===== src/rtl/core/dlwc_pkg.sv =====
// ----------------------------------------------------------------------------
// dlwc_pkg
// Shared types and constants for the door lock window closer.
// ----------------------------------------------------------------------------
package dlwc_pkg;

	typedef enum logic [1:0] {
		MODE_UNLOCKED_OPEN   = 2'd0,
		MODE_UNLOCKED_CLOSED = 2'd1,
		MODE_LOCKED_CLOSED   = 2'd2,
		MODE_CLOSING         = 2'd3
	} mode_t;

	localparam int DELAY_W = 16;
	localparam int MULT_W  = 8;

	localparam logic [DELAY_W-1:0] DELAY_RESET = 16'hFFFF;
	localparam logic [MULT_W-1:0]  MULT_RESET  = 8'd2;

	// register index taken from the word address
	localparam logic REG_WINDOW_DELAY      = 1'b0;
	localparam logic REG_WINDOW_MULTIPLIER = 1'b1;

	typedef struct packed {
		logic [DELAY_W-1:0] window_delay;
		logic [MULT_W-1:0]  window_multiplier;
	} cfg_t;

endpackage


===== src/rtl/core/dlwc_regs.sv =====
// ----------------------------------------------------------------------------
// dlwc_regs
// APB register file holding the window delay and multiplier.
// ----------------------------------------------------------------------------
module dlwc_regs (
	input  logic               clk,
	input  logic               arst_n,
	input  logic               psel,
	input  logic               penable,
	input  logic               pwrite,
	input  logic [2:0]         paddr,
	input  logic [31:0]        pwdata,
	output logic [31:0]        prdata,
	output logic               pready,
	output dlwc_pkg::cfg_t     cfg
);
	import dlwc_pkg::*;

	logic [DELAY_W-1:0] delay_q;
	logic [MULT_W-1:0]  mult_q;
	logic               wr_en;
	logic               reg_sel;

	assign pready  = 1'b1;
	assign wr_en   = psel & penable & pwrite;
	// low address bits are the byte offset within a register
	assign reg_sel = paddr[2];

	always_ff @(posedge clk or negedge arst_n) begin
		if (!arst_n) begin
			delay_q <= DELAY_RESET;
			mult_q  <= MULT_RESET;
		end else if (wr_en) begin
			unique case (reg_sel)
				REG_WINDOW_DELAY:      delay_q <= pwdata[DELAY_W-1:0];
				REG_WINDOW_MULTIPLIER: mult_q  <= pwdata[MULT_W-1:0];
				default: ;
			endcase
		end
	end

	always_comb begin
		prdata = 32'd0;
		unique case (reg_sel)
			REG_WINDOW_DELAY:      prdata = {{(32-DELAY_W){1'b0}}, delay_q};
			REG_WINDOW_MULTIPLIER: prdata = {{(32-MULT_W){1'b0}}, mult_q};
			default:               prdata = 32'd0;
		endcase
	end

	assign cfg.window_delay      = delay_q;
	assign cfg.window_multiplier = mult_q;

endmodule


===== src/rtl/core/dlwc_fsm.sv =====
// ----------------------------------------------------------------------------
// dlwc_fsm
// Mode state machine with the two-level window closing countdown.
// ----------------------------------------------------------------------------
module dlwc_fsm (
	input  logic             clk,
	input  logic             arst_n,
	input  logic             step,
	input  logic             door_open,
	input  logic             vehicle_locked,
	input  dlwc_pkg::cfg_t   cfg,
	output dlwc_pkg::mode_t  mode_next,
	output dlwc_pkg::mode_t  mode_cur
);
	import dlwc_pkg::*;

	mode_t              mode_q, mode_d;
	logic [DELAY_W-1:0] tick_q, tick_d;
	logic [MULT_W-1:0]  reload_q, reload_d;
	mode_t              door_mode;

	assign door_mode = door_open ? MODE_UNLOCKED_OPEN : MODE_UNLOCKED_CLOSED;

	always_comb begin
		mode_d   = mode_q;
		tick_d   = tick_q;
		reload_d = reload_q;
		unique case (mode_q)
			MODE_UNLOCKED_OPEN: begin
				if (!door_open && !vehicle_locked)
					mode_d = MODE_UNLOCKED_CLOSED;
			end
			MODE_UNLOCKED_CLOSED: begin
				if (door_open) begin
					mode_d = MODE_UNLOCKED_OPEN;
				end else if (vehicle_locked) begin
					tick_d   = cfg.window_delay;
					reload_d = cfg.window_multiplier;
					mode_d   = MODE_CLOSING;
				end
			end
			MODE_CLOSING: begin
				if (tick_q != '0) begin
					tick_d = tick_q - 1'b1;
				end else if (reload_q != '0) begin
					tick_d   = cfg.window_delay;
					reload_d = reload_q - 1'b1;
				end else begin
					mode_d = MODE_LOCKED_CLOSED;
				end
				// abort overrides the countdown
				if (door_open || !vehicle_locked)
					mode_d = door_mode;
			end
			MODE_LOCKED_CLOSED: begin
				if (!vehicle_locked)
					mode_d = door_mode;
			end
			default: mode_d = MODE_UNLOCKED_OPEN;
		endcase
	end

	always_ff @(posedge clk or negedge arst_n) begin
		if (!arst_n) begin
			mode_q   <= MODE_UNLOCKED_OPEN;
			tick_q   <= DELAY_RESET;
			reload_q <= MULT_RESET;
		end else if (step) begin
			mode_q   <= mode_d;
			tick_q   <= tick_d;
			reload_q <= reload_d;
		end
	end

	assign mode_next = mode_d;
	assign mode_cur  = mode_q;

endmodule


===== src/rtl/core/dlwc_out.sv =====
// ----------------------------------------------------------------------------
// dlwc_out
// Result register: decodes the mode into the output lines and holds the beat.
// ----------------------------------------------------------------------------
module dlwc_out (
	input  logic             clk,
	input  logic             arst_n,
	input  logic             load,
	input  dlwc_pkg::mode_t  mode,
	output logic             space,
	output logic             m_axis_tvalid,
	input  logic             m_axis_tready,
	output logic [7:0]       m_axis_tdata
);
	import dlwc_pkg::*;

	logic       valid_q;
	logic [7:0] data_q;
	logic [7:0] data_d;
	logic       closing;

	assign closing = (mode == MODE_CLOSING);

	always_comb begin
		data_d[1:0] = mode;
		data_d[2]   = (mode != MODE_UNLOCKED_CLOSED);
		data_d[3]   = closing;
		data_d[4]   = closing;
		data_d[5]   = (mode != MODE_UNLOCKED_OPEN);
		data_d[6]   = !closing;
		data_d[7]   = !closing;
	end

	assign space = !valid_q || m_axis_tready;

	always_ff @(posedge clk or negedge arst_n) begin
		if (!arst_n) begin
			valid_q <= 1'b0;
		end else if (load) begin
			valid_q <= 1'b1;
		end else if (m_axis_tready) begin
			valid_q <= 1'b0;
		end
	end

	always_ff @(posedge clk) begin
		if (load)
			data_q <= data_d;
	end

	assign m_axis_tvalid = valid_q;
	assign m_axis_tdata  = data_q;

endmodule


===== src/rtl/core/door_lock_window_closer.sv =====
// ----------------------------------------------------------------------------
// door_lock_window_closer
// Door and lock polling controller that runs the window closers on locking.
// A beat passes from the input register to the result register. Throughput:
// one beat per cycle while the output is not stalled; the mode update and the
// countdown decrement sit in one stage between the two registers.
// Reset: mode unlocked open, countdown at its reset values, both stages empty.
// ----------------------------------------------------------------------------
module door_lock_window_closer (
	input  logic        clk,
	input  logic        arst_n,
	input  logic        s_axis_tvalid,
	output logic        s_axis_tready,
	input  logic [7:0]  s_axis_tdata,  // [0] door_open, [1] vehicle_locked
	output logic        m_axis_tvalid,
	input  logic        m_axis_tready,
	output logic [7:0]  m_axis_tdata,  // [1:0] mode, [2] door_line, [3] left_motor,
	                                   // [4] right_motor, [5] door_led_n,
	                                   // [6] left_led_n, [7] right_led_n
	input  logic        psel,
	input  logic        penable,
	input  logic        pwrite,
	input  logic [2:0]  paddr,
	input  logic [31:0] pwdata,
	output logic [31:0] prdata,
	output logic        pready
);
	import dlwc_pkg::*;

	cfg_t  cfg;
	mode_t mode_next;
	mode_t mode_cur;
	logic  valid_s1;
	logic  door_s1;
	logic  locked_s1;
	logic  space;
	logic  step;

	dlwc_regs u_regs (
		.clk     (clk),
		.arst_n  (arst_n),
		.psel    (psel),
		.penable (penable),
		.pwrite  (pwrite),
		.paddr   (paddr),
		.pwdata  (pwdata),
		.prdata  (prdata),
		.pready  (pready),
		.cfg     (cfg)
	);

	assign step          = valid_s1 && space;
	assign s_axis_tready = !valid_s1 || space;

	// input register
	always_ff @(posedge clk or negedge arst_n) begin
		if (!arst_n) begin
			valid_s1 <= 1'b0;
		end else if (s_axis_tvalid && s_axis_tready) begin
			valid_s1 <= 1'b1;
		end else if (step) begin
			valid_s1 <= 1'b0;
		end
	end

	always_ff @(posedge clk) begin
		if (s_axis_tvalid && s_axis_tready) begin
			door_s1   <= s_axis_tdata[0];
			locked_s1 <= s_axis_tdata[1];
		end
	end

	dlwc_fsm u_fsm (
		.clk            (clk),
		.arst_n         (arst_n),
		.step           (step),
		.door_open      (door_s1),
		.vehicle_locked (locked_s1),
		.cfg            (cfg),
		.mode_next      (mode_next),
		.mode_cur       (mode_cur)
	);

	dlwc_out u_out (
		.clk           (clk),
		.arst_n        (arst_n),
		.load          (step),
		.mode          (mode_next),
		.space         (space),
		.m_axis_tvalid (m_axis_tvalid),
		.m_axis_tready (m_axis_tready),
		.m_axis_tdata  (m_axis_tdata)
	);

	// closing never starts straight from unlocked open
	a_no_close_from_open: assert property (@(posedge clk) disable iff (!arst_n)
		(mode_cur == MODE_UNLOCKED_OPEN) |=> (mode_cur != MODE_CLOSING))
		else $error("closing entered from unlocked open");

	// the mode only moves when an item is processed
	a_mode_holds: assert property (@(posedge clk) disable iff (!arst_n)
		!step |=> $stable(mode_cur))
		else $error("mode changed without an item");

	// a stalled result keeps the held item in the input register
	a_s1_held: assert property (@(posedge clk) disable iff (!arst_n)
		(valid_s1 && !space) |=> (valid_s1 && $stable(door_s1) && $stable(locked_s1)))
		else $error("input register lost an item while stalled");

	// result beat mirrors the mode of the state machine
	a_result_mode: assert property (@(posedge clk) disable iff (!arst_n)
		step |=> (m_axis_tdata[1:0] == mode_cur))
		else $error("result mode differs from state");

endmodule

===== config.mk =====
export PLATFORM = sky130hd
export DESIGN_NAME = door_lock_window_closer
export DESIGN_NICKNAME = d
export VERILOG_FILES = /design/src/rtl/core/dlwc_pkg.sv /design/src/rtl/core/dlwc_regs.sv /design/src/rtl/core/dlwc_fsm.sv /design/src/rtl/core/dlwc_out.sv /design/src/rtl/core/door_lock_window_closer.sv
export SDC_FILE = /design/constraint.sdc
export NUM_CORES = 1
export LEC_CHECK = 0
export BUFFER_PORTS_ARGS = -buffer_cell sky130_fd_sc_hd__buf_2
export CELL_PAD_IN_SITES_DETAIL_PLACEMENT = 0
export CELL_PAD_IN_SITES_GLOBAL_PLACEMENT = 2
export CORE_UTILIZATION = 35
export CTS_CLUSTER_DIAMETER = 50
export DETAILED_ROUTE_END_ITERATION = 10
export GPL_TIMING_DRIVEN = 0
export PLACE_DENSITY = 0.91
export SYNTH_ARGS = -nofsm -noshare
export SYNTH_HDL_FRONTEND = slang
export SYNTH_SLANG_ARGS = --single-unit

===== constraint.sdc =====
create_clock -name clk -period 6.01 [get_ports clk]
set_clock_uncertainty 0.2 [all_clocks]
set_input_delay 1.202 -clock clk [delete_from_list [all_inputs] [get_ports clk]]
set_output_delay 1.202 -clock clk [all_outputs]
set_load 0.01 [all_outputs]

Word-level counts from Yosys, hierarchy flattened

Cells that the tools add are included.

Flip-flop bits (word level): 61
Input bits: 50
Output and inout port bits: 43
Word-level logic and storage cells: 71

Add/subtract/negate cells: 2
Equality and inequality tests: 10
Muxes and demuxes: 24
Bitwise operators: 3
Reductions and logical operators: 22

Operators with widths:

| kind                  | number |
|---|---|
| $mux 16               | 4 |
| $pmux 32 s2           | 1 |
| $mux 8                | 4 |
| $pmux 16 s2           | 1 |
| $pmux 8 s2            | 1 |
| $reduce_bool 16->1    | 1 |
| $sub 16x1->16 const B | 1 |
| $mux 2                | 7 |
| $pmux 2 s4            | 1 |
| $reduce_bool 2->1     | 4 |
| $reduce_bool 8->1     | 1 |
| $sub 8x1->8 const B   | 1 |
| $eq 2x2->1 const B    | 3 |
| $ne 2x2->1 const B    | 3 |
| $reduce_and 6->1      | 1 |
| $logic_not 1->1       | 5 |
| $mux 1                | 5 |
| $reduce_and 5->1      | 1 |
| $ne 2x1->1 const B    | 2 |
| $reduce_and 2->1      | 2 |
| $logic_and 1x1->1     | 3 |
| $logic_or 1x1->1      | 3 |
| $ne 3x1->1 const B    | 1 |
| $and 1x1->1           | 2 |
| 3 further kinds       | 3 |

Depth between registers and ports, before layout

Gate-level depths: netlist (run 1).

Word-level depth: 7
Mapped depth: 9
Mapped depth without buffers: 7

Modules after synthesis

A second synthesis (run 1) with hierarchy kept.

Cells, all modules: 313
Area total of the unflattened synthesis: 3444.6 um^2

Modules (own cells, without submodules):

| module                  | times used | cells an instance | area an instance (um^2) | seq. area each (um^2) |
|---|---|---|---|---|
| dlwc_fsm                | 1          | 203               | 1795.5                  | 671.9 |
| dlwc_regs               | 1          | 88                | 1268.7                  | 621.8 |
| dlwc_out                | 1          | 15                | 260.2                   | 205.2 |
| door_lock_window_closer | 1          | 7                 | 120.1                   | 85.1 |

Worst setup path after synthesis (run 1)

No wires, ideal clock.

Path type: in2out
Start point: input port paddr[2]
End point: output port prdata[6]
Data arrival time: 2171 ps
Data required time: 4608 ps
Setup slack: 2437 ps
Stages on the path: 3
Path buffers: 2
Path through: clkbuf_1 -> clkbuf_1 -> mux2_2

Cells in the longest elaborated chain, start to end: 2

RTL lines:

| element             | line                          | RTL |
|---|---|---|
| from (decl)         | door_lock_window_closer.sv:23 | `input logic [2:0] paddr,` |
| $not 1->1 (no line) | --                            |  |
| $pmux 32 s2 *       | dlwc_regs.sv:44               | `unique case (reg_sel)` |
| to (decl)           | door_lock_window_closer.sv:25 | `output logic [31:0] prdata,` |

Every way passes the cells marked *; elsewhere a longest branch is shown, timed or not. The select of a mux whose other input is x is not followed.

Final worst setup path (run 1)

Same ends and word-level chain as after synthesis.

==> results of run 1 <==
==> worst max-delay path by stage <==
stage | from | end | slack [ns] | cells past startpoint
after floorplan | paddr[2] | prdata[6] | 2.44 | 3
after global placement | paddr[2] | prdata[7] | 1.97 | 4
after detailed placement | paddr[2] | prdata[6] | 1.96 | 4
after CTS | paddr[2] | prdata[6] | 1.96 | 4
after global routing | paddr[2] | prdata[6] | 1.87 | 4
final | paddr[2] | prdata[6] | 2.03 | 4
==> layer usage <==
layer | vias to the layer above | global-route usage, %
met5 | - | 0
met4 | 0 | 7.81
met3 | 15 | 3.69
met2 | 90 | 27.1
met1 | 1252 | 22.1
li1 | 1256 | -
==> layout by cell type (no fill, tap or decap), types with 2 or more instances in the layout <==
cell and n:
dfrtp_1 18, o2bb2ai_1 5, nand4b_1 2, nand2b_1 6, o22ai_1 4, o31a_1 2, nand3_1 5, bufinv_16 2
nand2_1 26, o31ai_1 4, nor3b_1 2, clkbuf_1 9, a31oi_1 4, nor3_1 14, nor4_1 2, and2_1 5
a22oi_1 4, nand3b_1 2, nor2_1 14, buf_4 19, nand4_1 4, a32oi_1 3, mux2i_1 7, buf_2 53
ha_1 2, o21ai_0 16, conb_1 17, dfstp_2 34, edfxtp_1 8, a2bb2oi_1 4, clkbuf_8 10, inv_1 9
nor2b_1 9, mux2_2 33, a21oi_1 18
==> flip-flops by register name (all words and copies together), names as in the netlist <==
register and cells:
u_fsm.reload_q 8, door_s1 1, u_fsm.mode_cur 2, u_fsm.tick_q 16, u_regs.delay_q 16, locked_s1 1, u_regs.mult_q 8, valid_s1 1
u_out.m_axis_tdata 6, u_out.m_axis_tvalid 1
==> logic make-up after synthesis <==
kind of cell | Yosys count | synth area share (%)
flip-flops | 60 | 48.4
adder cells (fa/ha/maj) | 2 | 0.765
buffers and inverters | 39 | 7.00
other | 2 | 0.230
AO/OA/AOI/OAI | 71 | 14.5
AND/OR/NAND/NOR | 98 | 15.6
multiplexers | 40 | 13.5
==> area by class of cell <==
| cell class | count | share of cell area (%) |
|---|---|---|
| Sequential cell | 60 | 40.3 |
| Multi-Input combinational cell | 228 | 38.5 |
| Timing Repair Buffer | 50 | 6.37 |
| Buffer | 30 | 4.96 |
| Clock buffer | 12 | 3.69 |
| Tap cell | 108 | 3.44 |
| Clock inverter | 4 | 1.85 |
| Inverter | 9 | 0.859 |
==> power groups by stage <==
| stage | logic, mW | registers [mW] | clock network (mW) |
|---|---|---|---|
| after floorplan | 0.288 | 0.691 | 0 |
| after CTS | 0.378 | 0.727 | 0.418 |
| after global placement | 0.367 | 0.730 | 0 |
| final | 0.377 | 0.730 | 0.410 |
| after global routing | 0.428 | 0.752 | 0.434 |
| after detailed placement | 0.377 | 0.733 | 0 |
==> critical path, delay by kind of cell <==
family                 cells  cell delay [ns]
buffers and inverters      3             0.98
multiplexers               1             0.40
==> impl_results.md, run 1 <==
- Total global-route track usage: 17.0%
- Crit Path Max Fanout: 10
- Slew Limit Headroom: 16.4%
- Initial Utilization: 36.8%
- Slew @ Worst Pin: 1.25 ns
- CP max stage cell: clkbuf_1
- TritonCTS buffer count: 9
- Final Power: about 1.5 mW
- Register area share after synthesis: ~48%
- Run status: finished clean
- Cell Count Post-Placement: 485
- Synth cell types: 48
- Inserted Diodes: 0
- Crit-path most repeated cell: clkbuf_1
- Final core occ: 44.2%
- Seq. cell area: 1580 um2
- Mapped Area: 3270 um2
- Required @ worst endpoint: 4.61 ns
- Sink Count: 60
- Number of hold buffers added after CTS: 0
- DR WL met3: 356 um
- Final Cycle Share: 66.3%
- CP peak stage delay: roughly 0.50 ns
- Io pins: 93
- Final GP Congestion: 0.814
- Final worst setup slack: 2.03 ns
- R2R cell count: 8
- Max-cap violations: 0
- Core area: 8890 um2
- Slew Viols, Final: 0
- Crit-path cells: clkbuf_1, clkbuf_1, mux2_2, buf_2
- Post-synth EDFFs: 8
- Post-CTS Setup Bufs: 0
- Worst r2r src: u_fsm.tick_q[0]
- Largest net degree at the start of global routing: 53
- Initial antenna violation count: 0
- Hold_sp: u_fsm.tick_q[15]
- CTS tree: yes
- Setup crit end kind: output port
- RSZ-0062 raised after global routing: false
- Vias in the first global route: 2,642
- Top cells by count, synth: dfstp_2 (34), mux2_2 (33), nand2_1 (26)
- Maximum clock frequency: 0.251 GHz
- Switching Power: 0.486 mW
- Yosys reg bits: 60
- Reg-to-reg endpoint: u_fsm.tick_q[2]
- Layout Cells excl Fill: 501
- First-pass GRT wire length: 12.8 mm
- Max Root-Sink Buffers: 2
- Latest clock arrival within the worst-skew pair: 0.35 ns
- Htree depth: 3
- Min Tclk post-route: between 3 and 4 ns
- WHS Endpoint: u_fsm.tick_q[15]
- Via count: between 2,000 and 3,000
- Worst-path clk slew: 0.06 ns
- Die Ht: 98.7 um
- DRC: 0
- Final WL: 7.66 mm
- Worst min path class: flip-flop to flip-flop
- Largest area contributor in the netlist: dfstp_2
- Die outline area: 9740 um2
- Met1 WL: 3.65 mm
- TNS Setup: 0 ns
- Combinational Power Share: between 20% and 30%
- Pre-CTS setup slack: 1.96 ns
- Fill cells: 869
- Post-CTS sizing: 0
- Power Internal: 1.03 mW
- Setup Crit Path Kind: primary input to output port
- Synth Warn #: 0
- Avg Cell Area, Syn: 10.5 um2
- Total grt overflow: 0
- Clk pwr share: 27.0%
- Final hold vios: 0
- Hold path depth: 1
- Post-DP Area: 3710 um2
- Top_reg_cell synth: dfstp_2
- Layout cells sized above 1: 39.9%
- Most frequent cell after synthesis: dfstp_2
- Nets@finish: 440
- Peak supply drop: 141 uV
- Routed wl met2: 3.48 mm
- Hold Worst Slack: 0.283 ns
- # port buffers: 50
- Synth top area cells: dfstp_2 (27%), dfrtp_1 (14%), mux2_2 (11%), edfxtp_1 (7.3%), buf_4 (4.4%)
- Multi-input gate area: 1520 um2
- R2r setup slk: 2.65 ns
- Clk root buf: clkbuf_8
- Rows: 34
- Post-DP HPWL: between 5 and 6 mm
- Lkg Pwr: between 1.5 and 2 nW
- Critical Path AT: between 2 and 3 ns
- Pwr Density: 386 nW/um2
- DR top layer: met4
- Sw frac: about a third
- Chip Width: slightly below 100 um
- Avg WL per Cell: 15.3 um
- Synthesized netlist cell count: 312
- Area delta synth->final: 20.2%
- Setup Viol. Count Final: 0
- Routed Antenna Nets: 0
- Via-to-Cell Ratio: 5.22
- Flop pwr share: around half
- Critical Path Source Type: primary input
- Async set-or-reset flop fraction in the synthesized netlist: 86.7%
- Initial drt markers: approximately 160
- Synth top area share: 27.3%
- Drt first pass iters: 4
- Finished layout cell area: 3930 um2
No activity file was read; power rests on OpenSTA's default activity.
==> inputs of run 2 (changes only) <==
Settings changed: CORE_UTILIZATION 35 to 29, PLACE_DENSITY 0.91 to 0.81.
Clock period 6.01 ns to 3.42 ns, I/O delays scaled along.
==> impl_results.md, run 2 (synthesis results as in run 1) <==
- Final GP Congestion: 0.794 (was 0.814)
- Die Ht: 108 um (was 98.7 um)
- First-pass GRT wire length: 13.3 mm (was 12.8 mm)
- Number of hold buffers added after CTS: 0 (unchanged)
- Critical Path Source Type: primary input (unchanged)
- Crit-path cells: clkbuf_1, clkbuf_1, mux2_2, buf_2 (unchanged)
- Initial Utilization: 29.9% (was 36.8%)
- Pwr Density: 701 nW/um2 (was 386 nW/um2)
- Peak supply drop: 310 uV (was 141 uV)
- Final Power: 2.85 mW (was 1.52 mW)
- Avg WL per Cell: 15.5 um (was 15.3 um)
- DRC: 0 (unchanged)
- Io pins: 93 (unchanged)
- Htree depth: 3 (unchanged)
- Flop pwr share: 45.3% (was 48.1%)
- Max-cap violations: 0 (unchanged)
- Chip Width: 108 um (was 98.7 um)
- Routed Antenna Nets: 0 (unchanged)
- Min Tclk post-route: 3.01 ns
- Core area: 10,900 um2 (was 8890 um2)
- Switching Power: 0.908 mW (was 0.486 mW)
- Final hold vios: 0 (unchanged)
- Lkg Pwr: 1.66 nW (was 1.63 nW)
- Initial antenna violation count: 0 (unchanged)
- Layout cells sized above 1: 41.0% (was 39.9%)
- Crit path buffers/inverters: 3 (unchanged)
- Crit Path Max Fanout: 10 (unchanged)
- Setup Crit Path Kind: primary input to output port (unchanged)
- Hold Worst Slack: 0.283 ns (about the same)
- Power Internal: 1.94 mW (was 1.03 mW)
- Die outline area: 11,700 um2 (was 9740 um2)
- Fill cells: 1,130 (was 869)
- Combinational Power Share: 23.6% (was 24.9%)
- Rows: 38 (was 34)
- Inserted Diodes: 0 (unchanged)
- Sink Count: 60 (unchanged)
- Sw frac: 31.9% (was 32.0%)
- Latest clock arrival within the worst-skew pair: 0.32 ns (was 0.35 ns)
- Commonest cells after routing, fill and taps aside: buf_2 (53), dfstp_2 (34), mux2_2 (33) (unchanged)
- CP peak stage delay: 0.52 ns (was 0.50 ns)
- Clk pwr share: 31.1% (was 27.0%)
- Drt first pass iters: 4 (unchanged)
- CTS tree: yes (unchanged)
- Run status: finished clean (unchanged)
- Worst min path class: flip-flop to flip-flop (unchanged)
- Post-DP HPWL: 5.74 mm (was 5.37 mm)
- Total global-route track usage: 14.9% (was 17.0%)
- Slew Viols, Final: 0 (unchanged)
- Initial drt markers: 140 (was 163)
- Crit-path most repeated cell: clkbuf_1 (unchanged)
- Via count: 2,569 (was 2,613)
- Clk root buf: clkbuf_16 (was clkbuf_8)
- Largest regs: u_fsm.tick_q x16, u_regs.delay_q x16 (unchanged)
- Post-CTS Setup Bufs: 0 (unchanged)
- # port buffers: 50 (unchanged)
- Critical Path AT: 2.13 ns (was 2.58 ns)
- R2r setup slk: 0.47 ns (was 2.65 ns)
- TritonCTS buffer count: 9 (unchanged)
- Worst-path clk slew: 0.05 ns (was 0.06 ns)
- Final WL: 8.25 mm (was 7.66 mm)
- RSZ-0062 raised after global routing: false (unchanged)
- CP max stage cell: clkbuf_1 (unchanged)
- Area delta synth->final: 24.1% (was 20.2%)
- Crit-path leading delay family: buffers and inverters (unchanged)
- Final core occ: 37.1% (was 44.2%)
- Total grt overflow: 0 (unchanged)
- Vias in the first global route: 2,564 (was 2,642)
- Slew @ Worst Pin: 1.22 ns (was 1.25 ns)
- Cell Count Post-Placement: 517 (was 485)
- Setup crit end kind: output port (unchanged)
- Largest net degree at the start of global routing: 53 (unchanged)
- Setup Viol. Count Final: 0 (unchanged)
- Maximum clock frequency: around 0.33 GHz
- Layout Cells excl Fill: 533 (was 501)
- Final Cycle Share: 88.1%
- Nets@finish: 440 (unchanged)
- Commonest non-fill, non-tap cell in the layout: buf_2 (unchanged)
- TNS Setup: 0 ns (unchanged)
- Max Root-Sink Buffers: 2 (unchanged)
- Required @ worst endpoint: 2.54 ns (was 4.61 ns)
- Slew Limit Headroom: 18.5% (was 16.4%)
- Via-to-Cell Ratio: 4.82 (was 5.22)
==> run 2: cell types whose count changed in the layout (fill, tap and decap cells not counted), sizes merged <==
cell      delta
bufinv       -2
clkbuf       -1
clkinvlp     +1
clkinv       +2
==> run 2: path summary, 6_finish.rpt <==
kind,startpoint,to,cells after the start
worst min-delay path,u_fsm.tick_q[15],u_fsm.tick_q[15],1
max in group asynchronous,arst_n,u_regs.mult_q[6],1
worst max-delay path,paddr[2],prdata[6],4
min in group asynchronous,arst_n,valid_s1,1
worst min register to register,u_fsm.tick_q[15],u_fsm.tick_q[15],1
worst max register to register,u_fsm.tick_q[0],u_fsm.tick_q[3],8
==> run 2: what timing repair did <==
action / CTS / global route
resized for setup: 0 / 2
endpoints found under the setup margin: 0 / 8
endpoints found under the hold margin: 0 / 0
==> run 2: cell type report <==
type | instances | area (um2) | area share, %
buffer | 30 | 195 | 4.81
timing repair buffer | 50 | 250 | 6.16
clock buffer | 11 | 264 | 6.50
tap | 140 | 175 | 4.31
inverter | 9 | 33.8 | 0.832
sequential | 60 | 1580 | 39.0
clock inverter | 5 | 33.8 | 0.832
multi-input combinational | 228 | 1520 | 37.5
==> run 2: stage by stage <==
step / setup slack [ns] / instance area (um2)
final: 0.406 / 4060
after global routing: 0.237 / 4060
after CTS: 0.123 / 4050
after detailed placement: 0.153 / 3750
after global placement: 0.115 / 3750
after floorplan: 0.821 / 3330
==> run 2: worst register-to-register path: cells and delay by family, from the launching register on <==
family,cells,cell delay [ns]
AO/OA/AOI/OAI,3,0.94
AND/OR/NAND/NOR,2,0.40
flip-flops,1,0.58
buffers and inverters,2,0.54
adder cells (fa/ha/maj),1,0.21
==> run 2: power by group through the flow <==
| stage | clock (mW) | combinational (mW) | sequential (mW) |
|---|---|---|---|
| 2_1_floorplan | 0 | 0.506 | 1.21 |
| 3_3_place_gp | 0 | 0.652 | 1.29 |
| 3_5_place_dp | 0 | 0.667 | 1.29 |
| 4_1_cts | 0.907 | 0.670 | 1.29 |
| 5_1_grt | 0.935 | 0.754 | 1.33 |
| 6_report | 0.886 | 0.670 | 1.29 |
==> run 2: layer usage <==
metal | GRT usage, % | part of all wire, %
met2 | 24.3 | 48
met4 | 3.03 | 0.47
met5 | 0 | 0
met1 | 19.5 | 46
met3 | 4.46 | 6.3
